File: src/hw/rtl/pdh_pkg.sv
// Package for the pair-distance histogram block: field widths, arithmetic constants,
// the multiply/divide unit command types and the microcode table for that unit.
// No dependencies.
`default_nettype none
package pdh_pkg;

	localparam int COORD_W   = 24;
	localparam int NB_W      = 7;
	localparam int BIN_OUT_W = 6;
	localparam int TALLY_W   = 20;
	localparam int RDF_W     = 32;
	localparam int ABS_W     = 25;
	localparam int D2_W      = 52;
	localparam int ROOT_W    = D2_W / 2;
	localparam int MDU_W     = 192;
	localparam int MDU_WORDS = MDU_W / 32;

	localparam logic [TALLY_W-1:0] TALLY_MAX = '1;
	localparam logic [31:0] PI_NUM    = 32'd355;
	localparam logic [31:0] RDF_K     = 32'd678;	// six times the pi denominator 113
	localparam logic [31:0] Q16_SCALE = 32'd65536;

	typedef enum logic [1:0] {
		REG_BOX_X = 2'd0,
		REG_BOX_Y = 2'd1,
		REG_BOX_Z = 2'd2,
		REG_BINS  = 2'd3
	} reg_idx_t;

	typedef enum logic [2:0] {
		OP_LOAD  = 3'd0,
		OP_MUL   = 3'd1,
		OP_MOVD  = 3'd2,
		OP_ROUND = 3'd3,
		OP_DIV   = 3'd4,
		OP_END   = 3'd5
	} mop_t;

	typedef enum logic [3:0] {
		SEL_NONE    = 4'd0,
		SEL_N       = 4'd1,
		SEL_SHELL   = 4'd2,
		SEL_LMIN    = 4'd3,
		SEL_PI_NUM  = 4'd4,
		SEL_TALLY   = 4'd5,
		SEL_RDF_K   = 4'd6,
		SEL_NB      = 4'd7,
		SEL_LX      = 4'd8,
		SEL_LY      = 4'd9,
		SEL_LZ      = 4'd10,
		SEL_Q16     = 4'd11,
		SEL_FOUR_NB = 4'd12,
		SEL_CTR_NUM = 4'd13,
		SEL_BIN_NUM = 4'd14
	} osel_t;

	typedef enum logic [1:0] {
		PRG_BIN = 2'd0,
		PRG_CTR = 2'd1,
		PRG_RDF = 2'd2
	} prog_t;

	typedef struct packed {
		mop_t  op;
		osel_t sel;
	} uop_t;

	typedef struct packed {
		logic        start;
		mop_t        op;
		logic [31:0] arg;
	} mdu_cmd_t;

	typedef struct packed {
		logic        done;
		logic [31:0] quot;
	} mdu_stat_t;

	// Microcode for the multiply/divide unit. The divisor is built first and moved
	// aside, then the dividend is built and the quotient taken.
	function automatic uop_t prog_op(prog_t prg, logic [4:0] pc);
		uop_t u;
		u = '{op: OP_END, sel: SEL_NONE};
		case (prg)
			PRG_BIN: begin
				case (pc)
					5'd0: u = '{op: OP_LOAD, sel: SEL_LMIN};
					5'd1: u = '{op: OP_MOVD, sel: SEL_NONE};
					5'd2: u = '{op: OP_LOAD, sel: SEL_BIN_NUM};
					5'd3: u = '{op: OP_DIV,  sel: SEL_NONE};
					default: u = '{op: OP_END, sel: SEL_NONE};
				endcase
			end
			PRG_CTR: begin
				case (pc)
					5'd0: u = '{op: OP_LOAD, sel: SEL_FOUR_NB};
					5'd1: u = '{op: OP_MOVD, sel: SEL_NONE};
					5'd2: u = '{op: OP_LOAD, sel: SEL_CTR_NUM};
					5'd3: u = '{op: OP_DIV,  sel: SEL_NONE};
					default: u = '{op: OP_END, sel: SEL_NONE};
				endcase
			end
			PRG_RDF: begin
				case (pc)
					5'd0:  u = '{op: OP_LOAD,  sel: SEL_N};
					5'd1:  u = '{op: OP_MUL,   sel: SEL_N};
					5'd2:  u = '{op: OP_MUL,   sel: SEL_SHELL};
					5'd3:  u = '{op: OP_MUL,   sel: SEL_LMIN};
					5'd4:  u = '{op: OP_MUL,   sel: SEL_LMIN};
					5'd5:  u = '{op: OP_MUL,   sel: SEL_LMIN};
					5'd6:  u = '{op: OP_MUL,   sel: SEL_PI_NUM};
					5'd7:  u = '{op: OP_MOVD,  sel: SEL_NONE};
					5'd8:  u = '{op: OP_LOAD,  sel: SEL_TALLY};
					5'd9:  u = '{op: OP_MUL,   sel: SEL_RDF_K};
					5'd10: u = '{op: OP_MUL,   sel: SEL_NB};
					5'd11: u = '{op: OP_MUL,   sel: SEL_NB};
					5'd12: u = '{op: OP_MUL,   sel: SEL_NB};
					5'd13: u = '{op: OP_MUL,   sel: SEL_LX};
					5'd14: u = '{op: OP_MUL,   sel: SEL_LY};
					5'd15: u = '{op: OP_MUL,   sel: SEL_LZ};
					5'd16: u = '{op: OP_MUL,   sel: SEL_Q16};
					5'd17: u = '{op: OP_ROUND, sel: SEL_NONE};
					5'd18: u = '{op: OP_DIV,   sel: SEL_NONE};
					default: u = '{op: OP_END, sel: SEL_NONE};
				endcase
			end
			default: u = '{op: OP_END, sel: SEL_NONE};
		endcase
		return u;
	endfunction

endpackage
`default_nettype wire

File: src/hw/rtl/pdh_isqrt.sv
// Iterative integer square root, one result bit per cycle (restoring method).
// Depends on pdh_pkg for the radicand and root widths.
`default_nettype none
module pdh_isqrt import pdh_pkg::*; (
	input  wire logic              clk,
	input  wire logic              arst_n,
	input  wire logic              start,
	input  wire logic [D2_W-1:0]   rad,
	output logic                   done,
	output logic [ROOT_W-1:0]      root
);

	localparam int CNT_W = $clog2(ROOT_W);

	logic              busy_q;
	logic              done_q;
	logic [CNT_W-1:0]  cnt_q;
	logic [D2_W-1:0]   v_q;
	logic [ROOT_W+1:0] rem_q;
	logic [ROOT_W-1:0] root_q;
	logic [ROOT_W+1:0] rem_n;
	logic [ROOT_W+1:0] trial;
	logic              take;

	always_comb begin
		rem_n = {rem_q[ROOT_W-1:0], v_q[D2_W-1 -: 2]};
		trial = {root_q, 2'b01};
		take  = (rem_n >= trial);
	end

	always_ff @(posedge clk or negedge arst_n) begin
		if (!arst_n) begin
			busy_q <= 1'b0;
			done_q <= 1'b0;
			cnt_q  <= '0;
		end else begin
			done_q <= 1'b0;
			if (start) begin
				busy_q <= 1'b1;
				cnt_q  <= '0;
			end else if (busy_q) begin
				cnt_q <= cnt_q + 1'b1;
				if (cnt_q == CNT_W'(ROOT_W - 1)) begin
					busy_q <= 1'b0;
					done_q <= 1'b1;
				end
			end
		end
	end

	always_ff @(posedge clk) begin
		if (start) begin
			v_q    <= rad;
			rem_q  <= '0;
			root_q <= '0;
		end else if (busy_q) begin
			v_q    <= {v_q[D2_W-3:0], 2'b00};
			rem_q  <= take ? (rem_n - trial) : rem_n;
			root_q <= {root_q[ROOT_W-2:0], take};
		end
	end

	assign done = done_q;
	assign root = root_q;

endmodule
`default_nettype wire

File: config.mk
export PLATFORM = sky130hd
export DESIGN_NAME = pdh_isqrt
export DESIGN_NICKNAME = d
export VERILOG_FILES = /design/src/hw/rtl/pdh_pkg.sv /design/src/hw/rtl/pdh_isqrt.sv
export SDC_FILE = /design/constraint.sdc
export NUM_CORES = 1
export LEC_CHECK = 0
export BUFFER_PORTS_ARGS = -buffer_cell sky130_fd_sc_hd__buf_2
export CAP_MARGIN = 20
export CORE_AREA = 4 4 129 118
export CTS_BUF_LIST = sky130_fd_sc_hd__clkbuf_16
export DETAILED_ROUTE_END_ITERATION = 8
export DIE_AREA = 0 0 133 122
export HOLD_SLACK_MARGIN = 0.1
export PLACE_DENSITY = 0.65
export SYNTH_ARGS = -nofsm -noshare
export SYNTH_HDL_FRONTEND = slang
export SYNTH_SLANG_ARGS = --single-unit
File: constraint.sdc
create_clock -name clk -period 3.01 [get_ports clk]
set_input_delay 0.4515 -clock clk [delete_from_list [all_inputs] [get_ports clk]]
set_output_delay 0.4515 -clock clk [all_outputs]
set_load 0.02 [all_outputs]
==> run_results.csv, run 1 <==
group,metric,value,unit
status,status,"complete, no violations",
finish,area_growth,14.8,%
hold_path,holdPathStages,2,
timing,relSlewSlack,0.650,
route,viasPerCell,5.16,
timing,setup_violations,0,
setup_path,critPathLaunchType,"flop",
clocking,clock-sinks,111,
floorplan,core_area,0.0139,sq mm
finish,n_antenna_cell,0,
route,drt_pass1_iterations,4,
synth,async_flop_share,0.0631,
timing,finalHoldViolCount,0,
power_and_ir_drop,peakVddDrop,0.465,mV
timing,timing.final.crit_share,0.920,
floorplan,io_pins,82,
clocking,ctsHtreeMaxLevel,3,
synth,syn_area,0.00614,sq mm
setup_path,crit_chain,"inv_1 -> ha_1 -> a211oi_2 -> nor2_1 -> a311oi_4 -> o211ai_2 -> o211ai_2 -> and2_4 -> buf_4 -> nand2_1 -> a311oi_1",
synth,ys.warnings.count,0,
setup_path,crit_top_cell,"o211ai_2",
timing,layout_min_cycle_time,2770,ps
clocking,postCtsSetupBuffers,0,
synth,synth_top_family_by_area,"compound AO/OA/AOI/OAI gates",
clocking,cts_tree,"built",
synth,synth_edf_count,52,
clocking,cts-root-buf,"clkbuf_16",
synth,syn_inst,585,
timing,finalSetupTns,0,ps
flow_run,max_cap_violations,0,
finish,multi_input_area,0.00307,sq mm
setup_path,critPathMaxStageDelay,380,ps
finish,fillers,1286,
clocking,cts_buffers,9,
clocking,clk_path_buf_depth,2,
synth,syn_nets,670,
synth,ys_seq_area_frac,0.453,
global_route,first_global_vias,4454,
floorplan,fp.dieH,122,um
global_route,grt_usage,0.158,
setup_path,crit_path_end_kind,"flop",
finish,layout-drive-gt1-share,0.295,
setup_path,rr_startpoint,"root[3]",
synth,synth_ff_type,"edfxtp_1",
synth,synth_xor_area_frac,0.0371,
synth,synth_mux_area_frac,0.134,
timing,holdWs,376,ps
setup_path,worst-setup-path-type,"flop to flop",
hold_path,worstHoldStart,"rad[0]",
setup_path,r2r_cells,11,
synth,yosys.area_share.simple,0.128,
hold_path,timing.hold.worst.class,"input pin to flop",
place,globalplace.congestion,0.849,
global_route,grt_pass1_wl,21200,um
clocking,clock_latency,350,ps
hold_path,hold_path_end,"v_q[0]",
timing,skew,4.74,ps
setup_path,r2r_setup_slack,240,ps
setup_path,arrival,3030,ps
global_route,grt_overflow_total,0,
synth,synth_area_leaders,"edfxtp_1 (25%), dfxtp_1 (17%), mux2_2 (9.2%), ha_1 (6.1%), nor2_1 (4.3%)",
setup_path,crit_required,3270,ps
synth,synth_top_cell_by_area,"edfxtp_1",
synth,synth.most_common_cell,"nor2_1",
floorplan,initial_core_util,0.441,
floorplan,die_w,133,um
route,drt-initial-drc-count,259,
route,drc_errors,0,
setup_path,path_max_fanout,12,
synth,synth_compound_area_frac,0.138,
floorplan,rows,41,
synth,yosysTopAreaCellShare,0.254,
synth,synth.distinct_cells,53,
place,portBuffers,81,
place,hpwl,8960,um
timing,tightest_slew,525,ps
clocking,path_clk_slew,70,ps
synth,synthTopCellsByCount,"nor2_1 (70), dfxtp_1 (52), edfxtp_1 (52)",
route,vias,4401,
setup_path,crit_slowest_cell,"a311oi_4",
setup_path,timing.rr.end,"rem_q[17]",
global_route,antenna_found_initial,0,
power_and_ir_drop,power.leakage,3.11,nW
timing,max_freq,361,MHz
timing,slew_violations,0,
global_route,grt_max_degree,53,
route,wl,12500,um
route,antenna_left,0,
synth,ys_seq_elements,111,
route,wl_per_cell,14.6,um
timing,rsz0062_at_grt,"no",
finish,final-seq-area,0.00278,sq mm
synth,synthAdderAreaFrac,0.0612,
finish,num-nets-final,740,
synth,syn_avg_cell_area,10.5,sq um
floorplan,die_area,0.0162,sq mm
power_and_ir_drop,powerDensity,874,mW/mm^2
==> cells by family after synthesis <==
group / count (synthesis)
AND/OR/NAND/NOR: 172
XOR/XNOR: 26
AO/OA/AOI/OAI: 103
buffers and inverters: 67
flip-flops: 111
multiplexers: 76
adder cells (fa/ha/maj): 30
==> repair_timing <==
item | CTS | global route
resized for setup | 0 | 0
hold buffers | 1 | 0
endpoints found under the setup margin | 0 | 1
endpoints found under the hold margin | 7 | 0
==> layout make-up <==
type / count / share of cell area
Timing Repair Buffer: 92 / 0.0735
Clock buffer: 9 / 0.0320
Sequential cell: 111 / 0.395
Inverter: 34 / 0.0181
Tap cell: 193 / 0.0343
Multi-Input combinational cell: 407 / 0.435
Clock inverter: 7 / 0.0121
==> state kept, by name, summed over array words and instances (netlist names) <==
| signal | flops |
|---|---|
| v_q | 52 |
| cnt_q | 5 |
| busy_q | 1 |
| rem_q | 26 |
| root | 26 |
| done | 1 |
==> worst max-delay path, delay by kind of cell (launching register included) <==
kind | cells | cell delay [ps]
adder cells (fa/ha/maj) | 1 | 360
buffers and inverters | 2 | 270
AND/OR/NAND/NOR | 3 | 360
AO/OA/AOI/OAI | 5 | 1310
flip-flops | 1 | 370
==> power by group <==
group          total (mW)  switching, mW  internal (mW)
clock                1.23          0.568          0.657
sequential           1.94          0.140           1.80
combinational        3.00           1.66           1.34
total                6.16           2.37           3.79
==> per-layer routing <==
metal | part of all wire | global-route usage
met5 | 0 | 0
met4 | 0.014 | 0.0506
met3 | 0.037 | 0.0314
met2 | 0.47 | 0.254
met1 | 0.48 | 0.216
==> worst max-delay path by stage <==
stage | start | to | slack (ps) | depth (start not counted)
after global placement | root[3] | rem_q[21] | 330 | 11
after global routing | root[11] | rem_q[24] | 20 | 11
after detailed placement | root[3] | rem_q[17] | 240 | 11
after floorplan | root[3] | rem_q[3] | 340 | 12
after CTS | root[3] | rem_q[17] | 210 | 11
final | root[3] | rem_q[17] | 240 | 11
==> metrics by stage <==
step | worst slack (ps) | instances | power [mW] | cell area (sq um) | util
6_report | 241 | 853 | 6.16 | 7040 | 0.507
5_1_grt | 18.7 | 853 | 6.59 | 7040 | 0.507
4_1_cts | 213 | 853 | 6.19 | 7040 | 0.507
3_5_place_dp | 240 | 836 | 4.93 | 6720 | 0.484
3_3_place_gp | 334 | 836 | 4.87 | 6720 | 0.484
2_1_floorplan | 341 | 585 | 4.42 | 6140 | -
==> cell usage in the layout, fill, tap and decap left out, types with 16 or more instances in the layout <==
cell and count:
dfxtp_1 52, ha_1 30, nor2_1 70, nand2_2 16, nand2_1 45, mux2_2 50
a311oi_2 16, edfxtp_1 52, inv_1 35, a21oi_1 22, buf_2 80, mux2i_1 26
Note: power is estimated with default switching activity, not from simulation.
==> inputs of run 2 (changes only) <==
BUFFER_PORTS_ARGS = default   (was -buffer_cell sky130_fd_sc_hd__buf_2)
CORE_AREA = 4 4 112 103   (was 4 4 129 118)
DIE_AREA = 0 0 116 107   (was 0 0 133 122)
DONT_BUFFER_PORTS = 1   (was default)
PLACE_DENSITY = 0.76   (was 0.65)
SLEW_MARGIN = 40   (was default)
==> run 2 against run 1 <==
  * Clock power is 8% lower
  * Sequential cell count stayed put
  * Largest cell class unchanged
  * Non-clock buffer count is 60 lower
  * Largest power group unchanged
==> run_results.csv, run 2 (same netlist as run 1, synthesis figures left out) <==
group,metric,value,unit
status,status,"complete, no violations",
route,vias,4350,
global_route,grt_usage,0.202,
floorplan,rows,35,
hold_path,timing.hold.worst.class,"input pin to flop",
clocking,clock_latency,340,ps
setup_path,startpoint,"root[2]",
route,drt-initial-drc-count,345,
finish,final-seq-area,0.00278,sq mm
route,drc_errors,0,
timing,holdWs,193,ps
clocking,cts_buffers,9,
floorplan,core_area,0.0102,sq mm
finish,fillers,822,
route,wl_per_cell,17.2,um
route,drt_pass1_iterations,7,
clocking,path_clk_slew,70,ps
timing,finalHoldViolCount,0,
setup_path,crit_path_end_kind,"flop",
route,antenna_left,0,
timing,tightest_slew,570,ps
global_route,grt_overflow_total,0,
timing,finalSetupTns,0,ps
place,dp_cells,712,
finish,instances_no_fill,730,
hold_path,worstHoldStart,"start",
clocking,cts_tree,"built",
place,dp_worst_setup_slack,166,ps
finish,fin_area,0.00668,sq mm
timing,layout_min_cycle_time,2790,ps
finish,multi_input_area,0.00307,sq mm
timing,timing.final.crit_share,0.928,
clocking,clk_path_buf_depth,2,
place,dpl-instance-area,0.00638,sq mm
setup_path,worst-setup-path-type,"flop to flop",
power_and_ir_drop,powerDensity,904,mW/mm^2
setup_path,path_max_fanout,5,
power_and_ir_drop,clock_power_share,0.187,
timing,fin_ws,217,ps
timing,relSlewSlack,0.620,
setup_path,crit_required,3240,ps
finish,final_core_util,0.652,
power_and_ir_drop,power_frac_comb,0.492,
place,hpwl,8800,um
route,wl,12600,um
finish,layout-drive-gt1-share,0.226,
setup_path,arrival,3020,ps
setup_path,rr_startpoint,"root[2]",
finish,num-nets-final,681,
timing,slew_violations,0,
clocking,cts-root-buf,"clkbuf_16",
finish,final_common_cell,"nor2_1",
floorplan,initial_core_util,0.599,
power_and_ir_drop,power.leakage,2.84,nW
global_route,antenna_found_initial,0,
route,viasPerCell,5.96,
timing,skew,6.20,ps
finish,largest_register_ffs,52,
finish,layout.cells.most_common_list,"nor2_1 (70), dfxtp_1 (52), edfxtp_1 (52), mux2_2 (50), nand2_1 (45)",
timing,max_freq,358,MHz
global_route,grt_pass1_wl,20400,um
timing,setup_violations,0,
floorplan,fp.dieH,107,um
place,globalplace.congestion,0.870,
clocking,clock-sinks,111,
floorplan,die_w,116,um
power_and_ir_drop,switching_share,0.394,
setup_path,critPathLaunchType,"flop",
finish,top_register,"v_q",
finish,area_growth,8.85,%
clocking,ctsHtreeMaxLevel,3,
power_and_ir_drop,seqPwrFrac,0.320,
finish,n_antenna_cell,0,
power_and_ir_drop,power.switching,2.38,mW
setup_path,r2r_setup_slack,220,ps
place,portBuffers,0,
power_and_ir_drop,p_total,6.04,mW
power_and_ir_drop,peakVddDrop,0.568,mV
timing,rsz0062_at_grt,"no",
power_and_ir_drop,p_int,3.66,mW
global_route,grt_max_degree,109,
global_route,first_global_vias,4264,
flow_run,max_cap_violations,0,
floorplan,io_pins,82,
floorplan,die_area,0.0124,sq mm
## run 2: power groups by stage
| stage | logic, mW | registers [mW] | clock network [mW] |
|---|---|---|---|
| floorplan | 2.48 | 1.94 | 0 |
| global placement | 2.77 | 1.95 | 0 |
| detailed placement | 2.86 | 1.96 | 0 |
| CTS | 2.88 | 1.93 | 1.16 |
| global route | 3.25 | 1.95 | 1.23 |
| finish | 2.97 | 1.93 | 1.13 |
## run 2: layout make-up
type,count,share of cell area
multi-input cells,408,0.460
flip-flops and latches,111,0.416
well taps,129,0.0242
repair buffers,32,0.0382
inverters,34,0.0191
clock buffers,9,0.0337
clock inverters,7,0.00824
## run 2: repair_timing
item                                    in CTS  in global routing
resized for setup                            0                  1
endpoints found under the hold margin        7                  0
hold buffers                                 1                  0
buffers inserted                             0                  0
endpoints found under the setup margin       0                  5
## run 2: final timing paths
path,endpoint,cells past startpoint
worst max register to register,rem_q[23],10
min in group asynchronous,done,1
worst min register to register,rem_q[24],2
worst min-delay path,rem_q[2],1
max in group asynchronous,busy_q,1
worst max-delay path,rem_q[23],10
## run 2: worst max-delay path: stages (launching register included)
cell and delay (ps):
dfxtp_1 350, inv_1 50, ha_1 410, nor2_1 60
a211oi_1 450, a31oi_1 290, o32ai_1 350, nor2_1 130
o21ai_0 310, xnor2_1 170, o22ai_1 100
## run 2: per-layer routing
layer,up-vias,part of all wire,global-route usage
met5,-,0,0
met4,0,0.012,0.0572
met3,14,0.066,0.0514
met2,143,0.48,0.323
met1,2077,0.44,0.273
li1,2116,-,-
